--- src/cpc_pkg.sv ---
// Shared types, codes and saturation helper for the cascade PID controller.
// Used by cpc_ctrl, cpc_datapath and the top level; no dependencies.
package cpc_pkg;

  localparam int GAIN_W = 48;
  localparam int DATA_W = 16;

  // Loop selector codes
  localparam logic [1:0] LOOP_STEER = 2'd0;
  localparam logic [1:0] LOOP_RATE  = 2'd1;
  localparam logic [1:0] LOOP_SPEED = 2'd2;

  // Gain term selector codes (also the gain's slot in its register)
  localparam logic [1:0] TERM_P = 2'd0;
  localparam logic [1:0] TERM_I = 2'd1;
  localparam logic [1:0] TERM_D = 2'd2;

  // Register indexes on the config port
  localparam logic [1:0] REG_STEER_GAINS = 2'd0;
  localparam logic [1:0] REG_RATE_GAINS  = 2'd1;
  localparam logic [1:0] REG_SPEED_GAINS = 2'd2;

  typedef struct packed {
    logic       load;      // capture an input word
    logic       err;       // form error, update loop state, set up operands
    logic       mul;       // one gain * operand product
    logic [1:0] term;      // which gain / operand for mul
    logic       acc_add;   // add previous product into accumulator
    logic       fin;       // shift, saturate, write loop output
    logic [1:0] loop;      // loop being worked on
    logic       publish;   // move results to the output register
  } cpc_cmd_t;

  typedef struct packed {
    logic out_free;        // output register empty or emptied this cycle
  } cpc_status_t;

  function automatic logic signed [15:0] sat16(input logic signed [49:0] v);
    logic signed [15:0] r;
    if (v > 50'sd32767) begin
      r = 16'sh7fff;
    end else if (v < -50'sd32768) begin
      r = 16'sh8000;
    end else begin
      r = v[15:0];
    end
    return r;
  endfunction

endpackage

--- src/cascade_pid_controller_core.sv ---
// Words are processed one at a time through the single shared 16x32
// multiplier (3 loops x 6 steps, plus capture and output handoff); no new
// word is taken until the previous one is in the output register.
// The next word is taken while a finished result still waits downstream.
// Reset (rst, synchronous, active high) zeroes gains, integrators, error
// history and the drive accumulator, and empties the output register.
// Top level: APB gain registers plus cpc_ctrl and cpc_datapath; uses cpc_pkg.
module cascade_pid_controller_core
  import cpc_pkg::*;
(
  input  logic                     clk,
  input  logic                     rst,
  input  logic                     psel,
  input  logic                     penable,
  input  logic                     pwrite,
  input  logic [4:0]               paddr,
  input  logic [63:0]              pwdata,
  output logic [63:0]              prdata,
  output logic                     pready,
  input  logic                     in_valid,
  output logic                     in_stall,
  input  logic signed [DATA_W-1:0] steer_setpoint,
  input  logic signed [DATA_W-1:0] steer_measured,
  input  logic signed [DATA_W-1:0] rate_measured,
  input  logic signed [DATA_W-1:0] speed_measured,
  output logic                     out_valid,
  input  logic                     out_stall,
  output logic signed [DATA_W-1:0] drive_value,
  output logic signed [DATA_W-1:0] rate_setpoint,
  output logic signed [DATA_W-1:0] speed_setpoint
);

  logic [GAIN_W-1:0] steer_gains, rate_gains, speed_gains;
  logic [1:0]        reg_idx;
  logic              wr_en;
  cpc_cmd_t          cmd;
  cpc_status_t       status;

  assign pready  = 1'b1;
  assign reg_idx = paddr[4:3];
  assign wr_en   = psel && penable && pwrite && pready;

  always_ff @(posedge clk) begin
    if (rst) begin
      steer_gains <= '0;
      rate_gains  <= '0;
      speed_gains <= '0;
    end else if (wr_en) begin
      case (reg_idx)
        REG_STEER_GAINS: steer_gains <= pwdata[GAIN_W-1:0];
        REG_RATE_GAINS:  rate_gains  <= pwdata[GAIN_W-1:0];
        REG_SPEED_GAINS: speed_gains <= pwdata[GAIN_W-1:0];
        default:         ;
      endcase
    end
  end

  always_comb begin
    case (reg_idx)
      REG_STEER_GAINS: prdata = {16'd0, steer_gains};
      REG_RATE_GAINS:  prdata = {16'd0, rate_gains};
      REG_SPEED_GAINS: prdata = {16'd0, speed_gains};
      default:         prdata = 64'd0;
    endcase
  end

  cpc_ctrl u_ctrl (
    .clk      (clk),
    .rst      (rst),
    .in_valid (in_valid),
    .in_stall (in_stall),
    .status   (status),
    .cmd      (cmd)
  );

  cpc_datapath u_datapath (
    .clk            (clk),
    .rst            (rst),
    .cmd            (cmd),
    .status         (status),
    .steer_gains    (steer_gains),
    .rate_gains     (rate_gains),
    .speed_gains    (speed_gains),
    .steer_setpoint (steer_setpoint),
    .steer_measured (steer_measured),
    .rate_measured  (rate_measured),
    .speed_measured (speed_measured),
    .out_stall      (out_stall),
    .out_valid      (out_valid),
    .drive_value    (drive_value),
    .rate_setpoint  (rate_setpoint),
    .speed_setpoint (speed_setpoint)
  );

endmodule

--- src/cpc_ctrl.sv ---
// Sequencer for the cascade PID controller: walks three loops through the
// shared multiplier and issues commands to cpc_datapath. Uses cpc_pkg.
module cpc_ctrl
  import cpc_pkg::*;
(
  input  logic        clk,
  input  logic        rst,
  input  logic        in_valid,
  output logic        in_stall,
  input  cpc_status_t status,
  output cpc_cmd_t    cmd
);

  localparam logic [2:0] S_IDLE = 3'd0;
  localparam logic [2:0] S_ERR  = 3'd1;
  localparam logic [2:0] S_MUL0 = 3'd2;
  localparam logic [2:0] S_MUL1 = 3'd3;
  localparam logic [2:0] S_MUL2 = 3'd4;
  localparam logic [2:0] S_ADD  = 3'd5;
  localparam logic [2:0] S_FIN  = 3'd6;
  localparam logic [2:0] S_PUB  = 3'd7;

  logic [2:0] state, state_next;
  logic [1:0] loop, loop_next;

  assign in_stall = (state != S_IDLE);

  always_comb begin
    state_next  = state;
    loop_next   = loop;
    cmd         = '0;
    cmd.loop    = loop;
    case (state)
      S_IDLE: begin
        if (in_valid) begin
          cmd.load   = 1'b1;
          loop_next  = LOOP_STEER;
          state_next = S_ERR;
        end
      end
      S_ERR: begin
        cmd.err    = 1'b1;
        state_next = S_MUL0;
      end
      S_MUL0: begin
        cmd.mul    = 1'b1;
        cmd.term   = TERM_P;
        state_next = S_MUL1;
      end
      S_MUL1: begin
        cmd.mul     = 1'b1;
        cmd.term    = TERM_I;
        cmd.acc_add = 1'b1;
        state_next  = S_MUL2;
      end
      S_MUL2: begin
        cmd.mul     = 1'b1;
        cmd.term    = TERM_D;
        cmd.acc_add = 1'b1;
        state_next  = S_ADD;
      end
      S_ADD: begin
        cmd.acc_add = 1'b1;
        state_next  = S_FIN;
      end
      S_FIN: begin
        cmd.fin = 1'b1;
        if (loop == LOOP_SPEED) begin
          state_next = S_PUB;
        end else begin
          loop_next  = loop + 2'd1;
          state_next = S_ERR;
        end
      end
      S_PUB: begin
        // wait here while a previous word still sits unclaimed
        if (status.out_free) begin
          cmd.publish = 1'b1;
          state_next  = S_IDLE;
        end
      end
      default: begin
        state_next = S_IDLE;
      end
    endcase
  end

  always_ff @(posedge clk) begin
    if (rst) begin
      state <= S_IDLE;
      loop  <= LOOP_STEER;
    end else begin
      state <= state_next;
      loop  <= loop_next;
    end
  end

endmodule

--- src/cpc_datapath.sv ---
// Datapath of the cascade PID controller: loop state, one shared 16x32
// multiplier, accumulator and output register. Driven by cpc_ctrl; uses cpc_pkg.
module cpc_datapath
  import cpc_pkg::*;
(
  input  logic                     clk,
  input  logic                     rst,
  input  cpc_cmd_t                 cmd,
  output cpc_status_t              status,
  input  logic [GAIN_W-1:0]        steer_gains,
  input  logic [GAIN_W-1:0]        rate_gains,
  input  logic [GAIN_W-1:0]        speed_gains,
  input  logic signed [DATA_W-1:0] steer_setpoint,
  input  logic signed [DATA_W-1:0] steer_measured,
  input  logic signed [DATA_W-1:0] rate_measured,
  input  logic signed [DATA_W-1:0] speed_measured,
  input  logic                     out_stall,
  output logic                     out_valid,
  output logic signed [DATA_W-1:0] drive_value,
  output logic signed [DATA_W-1:0] rate_setpoint,
  output logic signed [DATA_W-1:0] speed_setpoint
);

  // captured inputs
  logic signed [15:0] in_st, in_sm, in_rm, in_spm;
  // loop outputs of the current tick
  logic signed [15:0] rate_sp, speed_sp;
  // loop state
  logic signed [31:0] steer_sum, rate_sum;
  logic signed [15:0] steer_last, rate_last, spd_e1, spd_e2, spd_acc;
  // multiplier operands, product and accumulator
  logic signed [31:0] op0, op1, op2;
  logic signed [47:0] prod;
  logic signed [49:0] acc;

  // error stage
  logic signed [15:0] tgt, meas, e, last_sel;
  logic signed [16:0] diff;
  logic signed [31:0] sum_old, sum_new;
  logic signed [32:0] sum33;
  logic signed [16:0] pos_d;
  logic signed [16:0] inc_p;
  logic signed [18:0] inc_d;

  // multiply stage
  logic [GAIN_W-1:0]  gains_sel;
  logic signed [15:0] gain;
  logic signed [31:0] op_sel;

  // finish stage
  logic signed [41:0] q;
  logic signed [42:0] acc43;

  always_comb begin
    case (cmd.loop)
      LOOP_STEER: begin
        tgt = in_st;   meas = in_sm;  sum_old = steer_sum; last_sel = steer_last;
      end
      LOOP_RATE: begin
        tgt = rate_sp; meas = in_rm;  sum_old = rate_sum;  last_sel = rate_last;
      end
      default: begin
        tgt = speed_sp; meas = in_spm; sum_old = 32'sd0;   last_sel = spd_e1;
      end
    endcase

    diff = {tgt[15], tgt} - {meas[15], meas};
    if (diff[16] != diff[15]) begin
      e = diff[16] ? 16'sh8000 : 16'sh7fff;
    end else begin
      e = diff[15:0];
    end

    sum33 = {sum_old[31], sum_old} + {{17{e[15]}}, e};
    if (sum33[32] != sum33[31]) begin
      sum_new = sum33[32] ? 32'sh8000_0000 : 32'sh7fff_ffff;
    end else begin
      sum_new = sum33[31:0];
    end

    pos_d = {e[15], e} - {last_sel[15], last_sel};
    inc_p = {e[15], e} - {spd_e1[15], spd_e1};
    inc_d = {{3{e[15]}}, e} - {{2{spd_e1[15]}}, spd_e1, 1'b0} + {{3{spd_e2[15]}}, spd_e2};

    case (cmd.loop)
      LOOP_STEER: gains_sel = steer_gains;
      LOOP_RATE:  gains_sel = rate_gains;
      default:    gains_sel = speed_gains;
    endcase
    case (cmd.term)
      TERM_P: begin
        gain = gains_sel[15:0];  op_sel = op0;
      end
      TERM_I: begin
        gain = gains_sel[31:16]; op_sel = op1;
      end
      TERM_D: begin
        gain = gains_sel[47:32]; op_sel = op2;
      end
      default: begin
        gain = 16'sd0;           op_sel = 32'sd0;
      end
    endcase

    // floor divide by 256
    q     = acc[49:8];
    acc43 = {q[41], q} + {{27{spd_acc[15]}}, spd_acc};
  end

  assign status.out_free = !out_valid || !out_stall;

  always_ff @(posedge clk) begin
    if (cmd.load) begin
      in_st  <= steer_setpoint;
      in_sm  <= steer_measured;
      in_rm  <= rate_measured;
      in_spm <= speed_measured;
    end
    if (cmd.err) begin
      acc <= '0;
      if (cmd.loop == LOOP_SPEED) begin
        op0 <= {{15{inc_p[16]}}, inc_p};
        op1 <= {{16{e[15]}}, e};
        op2 <= {{13{inc_d[18]}}, inc_d};
      end else begin
        op0 <= {{16{e[15]}}, e};
        op1 <= sum_new;
        op2 <= {{15{pos_d[16]}}, pos_d};
      end
    end else if (cmd.acc_add) begin
      acc <= acc + {{2{prod[47]}}, prod};
    end
    if (cmd.mul) begin
      prod <= gain * op_sel;
    end
    if (cmd.fin) begin
      case (cmd.loop)
        LOOP_STEER: rate_sp  <= sat16({{8{q[41]}}, q});
        LOOP_RATE:  speed_sp <= sat16({{8{q[41]}}, q});
        default:    ;
      endcase
    end
    if (cmd.publish) begin
      rate_setpoint  <= rate_sp;
      speed_setpoint <= speed_sp;
      drive_value    <= spd_acc;
    end
  end

  always_ff @(posedge clk) begin
    if (rst) begin
      steer_sum  <= '0;
      steer_last <= '0;
      rate_sum   <= '0;
      rate_last  <= '0;
      spd_e1     <= '0;
      spd_e2     <= '0;
      spd_acc    <= '0;
      out_valid  <= 1'b0;
    end else begin
      if (cmd.err) begin
        case (cmd.loop)
          LOOP_STEER: begin
            steer_sum  <= sum_new;
            steer_last <= e;
          end
          LOOP_RATE: begin
            rate_sum  <= sum_new;
            rate_last <= e;
          end
          default: begin
            spd_e2 <= spd_e1;
            spd_e1 <= e;
          end
        endcase
      end
      if (cmd.fin && cmd.loop == LOOP_SPEED) begin
        spd_acc <= sat16({{7{acc43[42]}}, acc43});
      end
      if (cmd.publish) begin
        out_valid <= 1'b1;
      end else if (!out_stall) begin
        out_valid <= 1'b0;
      end
    end
  end

endmodule

--- config.mk ---
export PLATFORM = sky130hd
export DESIGN_NAME = cascade_pid_controller_core
export DESIGN_NICKNAME = d
export VERILOG_FILES = /design/src/cpc_pkg.sv /design/src/cascade_pid_controller_core.sv /design/src/cpc_ctrl.sv /design/src/cpc_datapath.sv
export SDC_FILE = /design/constraint.sdc
export NUM_CORES = 2
export LEC_CHECK = 0
export ABC_AREA = 1
export BUFFER_PORTS_ARGS = -buffer_cell sky130_fd_sc_hd__buf_2
export CORE_MARGIN = 3
export CORE_UTILIZATION = 64
export DETAILED_ROUTE_END_ITERATION = 8
export GPL_TIMING_DRIVEN = 0
export PLACE_DENSITY = 0.9
export SLEW_MARGIN = 15
export SYNTH_ARGS = -nofsm -noshare
export SYNTH_HDL_FRONTEND = slang
export SYNTH_SLANG_ARGS = --single-unit
--- constraint.sdc ---
create_clock -name clk -period 8.4 [get_ports clk]
set_input_delay 2.1 -clock clk [delete_from_list [all_inputs] [get_ports clk]]
set_output_delay 2.1 -clock clk [all_outputs]
set_load 0.005 [all_outputs]
==> impl_metrics.toml <==
[pwr]
p_comb_share_pct = 65.9
p_sw_mw = 11.03
power.leakage_nw = 31.55
finalPower_mw = 20.76
power_frac_seq_pct = 19.9
vdd.ir_drop.worst_uv = 455.0
clock_power_share_pct = 14.2
p_int_mw = 9.726
swShare_pct = 53.15
power_density_mw_per_mm2 = 335.9

[clock_network]
cts-htree-levels = 2
clock-sinks = 604
path_clk_slew_ns = 0.07
clkLatencyLatePin_ns = 0.69
cts_buffers = 60
cts_tree = "built"
clockBufferDepth = 3
root_buffer = "clkbuf_16"
cts_hold_buf = 0

[final_layout]
area_growth_pct = 10.97
most-common-layout-cells = "nand2_1 (1669), inv_1 (1635), a21oi_1 (556)"
instances_no_fill = 9045
area.sequential_mm2 = 0.01470
drive_gt1_share_pct = 8.237
final_common_cell = "nand2_1"
multi_input_area_mm2 = 0.03421
design_area_mm2 = 0.06180
fillerInstances = 6479
fin_util_pct = 72.13
nets = 8784

[worst_setup_path]
cp_slowest_cell = "fa_1"
max_stage_delay_ns = 0.57
start_kind = "register"
path_class = "register to register"
critPathTopFamily = "adder cells"
critPathMaxFanout = 10
end_kind = "register"
path_buf_inv = 8
required_ns = 8.82
arrival_ns = 8.79
crit_top_cell = "fa_1"

[logic_synthesis]
yosysUniqueCellTypes = 56
ys_seq_area_share_pct = 26.38
synth_ff_type = "dfxtp_1"
synthArstFlopShare_pct = 0
syn_area_per_cell_um2 = 7.423
synth_edf_count = 260
synth-seq-cells = 604
yosys_warnings = 0
synthCells = 7503
syn_area_mm2 = 0.05570

[sta]
fmax_ghz = 0.1194
rsz0062_at_grt = "yes"
worst_pin_slew_ns = 1.145
setup_ws_ns = 0.02689
finalMaxSlewViolations = 0
finalClockSkew_ns = 0.04296
tns_ns = 0
finalCriticalPeriod_ns = 8.373
fin_crit_sh_pct = 99.68
relSlewSlack_pct = 23.36
whs_ns = 0.4491
setup_violations = 0
hold_violations = 0

[global_route]
overflow = 0
grt_antenna_before_repair = 32
grt_first_pass_wirelength_um = 299600
first_global_vias = 52970
grt_max_degree = 66
grt_usage_pct = 43.45

[hold_path]
hold_path_class = "register to register"

[routing]
drc = 22
via_per_inst = 6.076
wl_per_cell_um = 22.21
num_vias = 54960
drt-total-wl_um = 200900
dr.pass1.iters = 9
drtIter0Drc = 8130
final_antenna_net_count = 0

[placement]
place_inst = 8886
post_dp_cell_area_mm2 = 0.05844
io_buffers = 217
place_ws_ns = -1.492
dp_hpwl_um = 158700
place_congestion = 1.085

[die]
start_util_pct = 65.00
core_mm2 = 0.08568
die_width_um = 301
pin_count = 255
fp-row-count = 107
die_h_um = 301
dieArea_mm2 = 0.09060

[status]
outcome = "finished, violations left"
violations = "DRC"

[job]
cap_violations = 0
## worst reg2reg max path, delay by kind of cell (launching register included)
family,cells,cell delay (ns)
flip-flops,1,0.36
XOR/XNOR,1,0.36
AND/OR/NAND/NOR,3,0.24
adder cells (fa/ha/maj),8,3.91
buffers and inverters,8,1.16
AO/OA/AOI/OAI,10,2.11
## Yosys cell counts (9+ instances only)
master       n  share of area [%]
a211oi_1    26               0.35
a21boi_0    12               0.16
a21o_1      17               0.23
a21oi_1    590                5.3
a22o_1      33               0.52
a31oi_1     43               0.48
buf_1       11              0.074
buf_2       25               0.22
buf_4       18               0.24
buf_6       10               0.20
clkbuf_1   235                1.6
dfxtp_1    344                 12
edfxtp_1   260                 14
fa_1       494                 18
ha_1       323                7.3
inv_1     1657                 11
nand2_1   1675                 11
nand3_1    235                2.1
nand4_1     42               0.47
nor2_1     503                3.4
nor3_1      35               0.31
nor4_1       9               0.10
o211ai_1    16               0.22
o21a_1      24               0.32
o21ai_0    497                4.5
o21bai_1    12               0.16
o221ai_1    68                1.1
o22ai_1     39               0.44
xnor2_1     49               0.77
xor2_1     117                1.8
## area by class of cell
type,instances,share of cell area (%)
sequential,604,23.78
inverter,1664,10.13
multi-input combinational,4951,55.36
buffer,294,2.474
clock buffer,78,2.753
clock inverter,36,0.7086
timing repair buffer,252,2.389
tap,1144,2.316
antenna,22,0.08908
## path summary, 6_finish.rpt
path                                                  startpoint                                endpoint  slack [ns]  cells after the start
worst min register to register  u_datapath.speed_sp[2]$_DFFE_PP_  u_datapath.speed_setpoint[2]$_DFFE_PP_        0.45                      0
worst max register to register       u_ctrl.loop[1]$_SDFFE_PP0P_           u_datapath.prod[33]$_DFFE_PP_        0.03                     30
worst min-delay path            u_datapath.speed_sp[2]$_DFFE_PP_  u_datapath.speed_setpoint[2]$_DFFE_PP_        0.45                      0
worst max-delay path                 u_ctrl.loop[1]$_SDFFE_PP0P_           u_datapath.prod[33]$_DFFE_PP_        0.03                     30
## power by group through the flow
stage | sequential [mW] | clock (mW) | combinational (mW)
3_5_place_dp | 4.15 | 0 | 12.6
3_3_place_gp | 4.15 | 0 | 12.3
4_1_cts | 4.10 | 2.92 | 12.8
5_1_grt | 4.14 | 3.04 | 14.8
6_report | 4.12 | 2.96 | 13.7
2_1_floorplan | 4.02 | 0 | 8.69
## registers in the layout (all words and copies together), names as in the netlist, 17 cells and up
register,flops
u_datapath.rate_sum,32
u_datapath.prod,48
u_datapath.acc,50
u_datapath.op2,19
u_datapath.op1,32
u_datapath.steer_sum,32
steer_gains,48
u_datapath.op0,17
speed_gains,48
rate_gains,48
## logic make-up after synthesis
logic type | count (synthesis) | synth area share, %
fa+ha+maj | 817 | 25.01
simple gates | 2529 | 18.07
mux | 1 | 0.01797
compound gates | 1420 | 14.32
buf+inv | 1963 | 13.54
flops | 604 | 26.38
other cells | 2 | 0.01348
xor+xnor | 167 | 2.640
## routing by layer
metal / part of all wire (%) / wire length, um / global-route usage (%) / vias up
li1: - / - / - / 24170
met1: 35 / 70020 / 54.55 / 25390
met2: 41 / 83200 / 62.75 / 4306
met3: 16 / 31200 / 16.11 / 1079
met4: 8.2 / 16380 / 28.74 / 10
met5: 0.031 / 62 / 0 / -
## repair_timing
| item | 4_1_cts | 5_1_grt |
|---|---|---|
| gates resized for setup | 168 | 217 |
| cloned | 0 | 0 |
| setup endpoints to repair | 149 | 66 |
| buffers inserted | 1 | 27 |
| hold endpoints to repair | 0 | 0 |
| pin swaps | 1 | 13 |
Note: power is estimated with default switching activity, not from simulation.
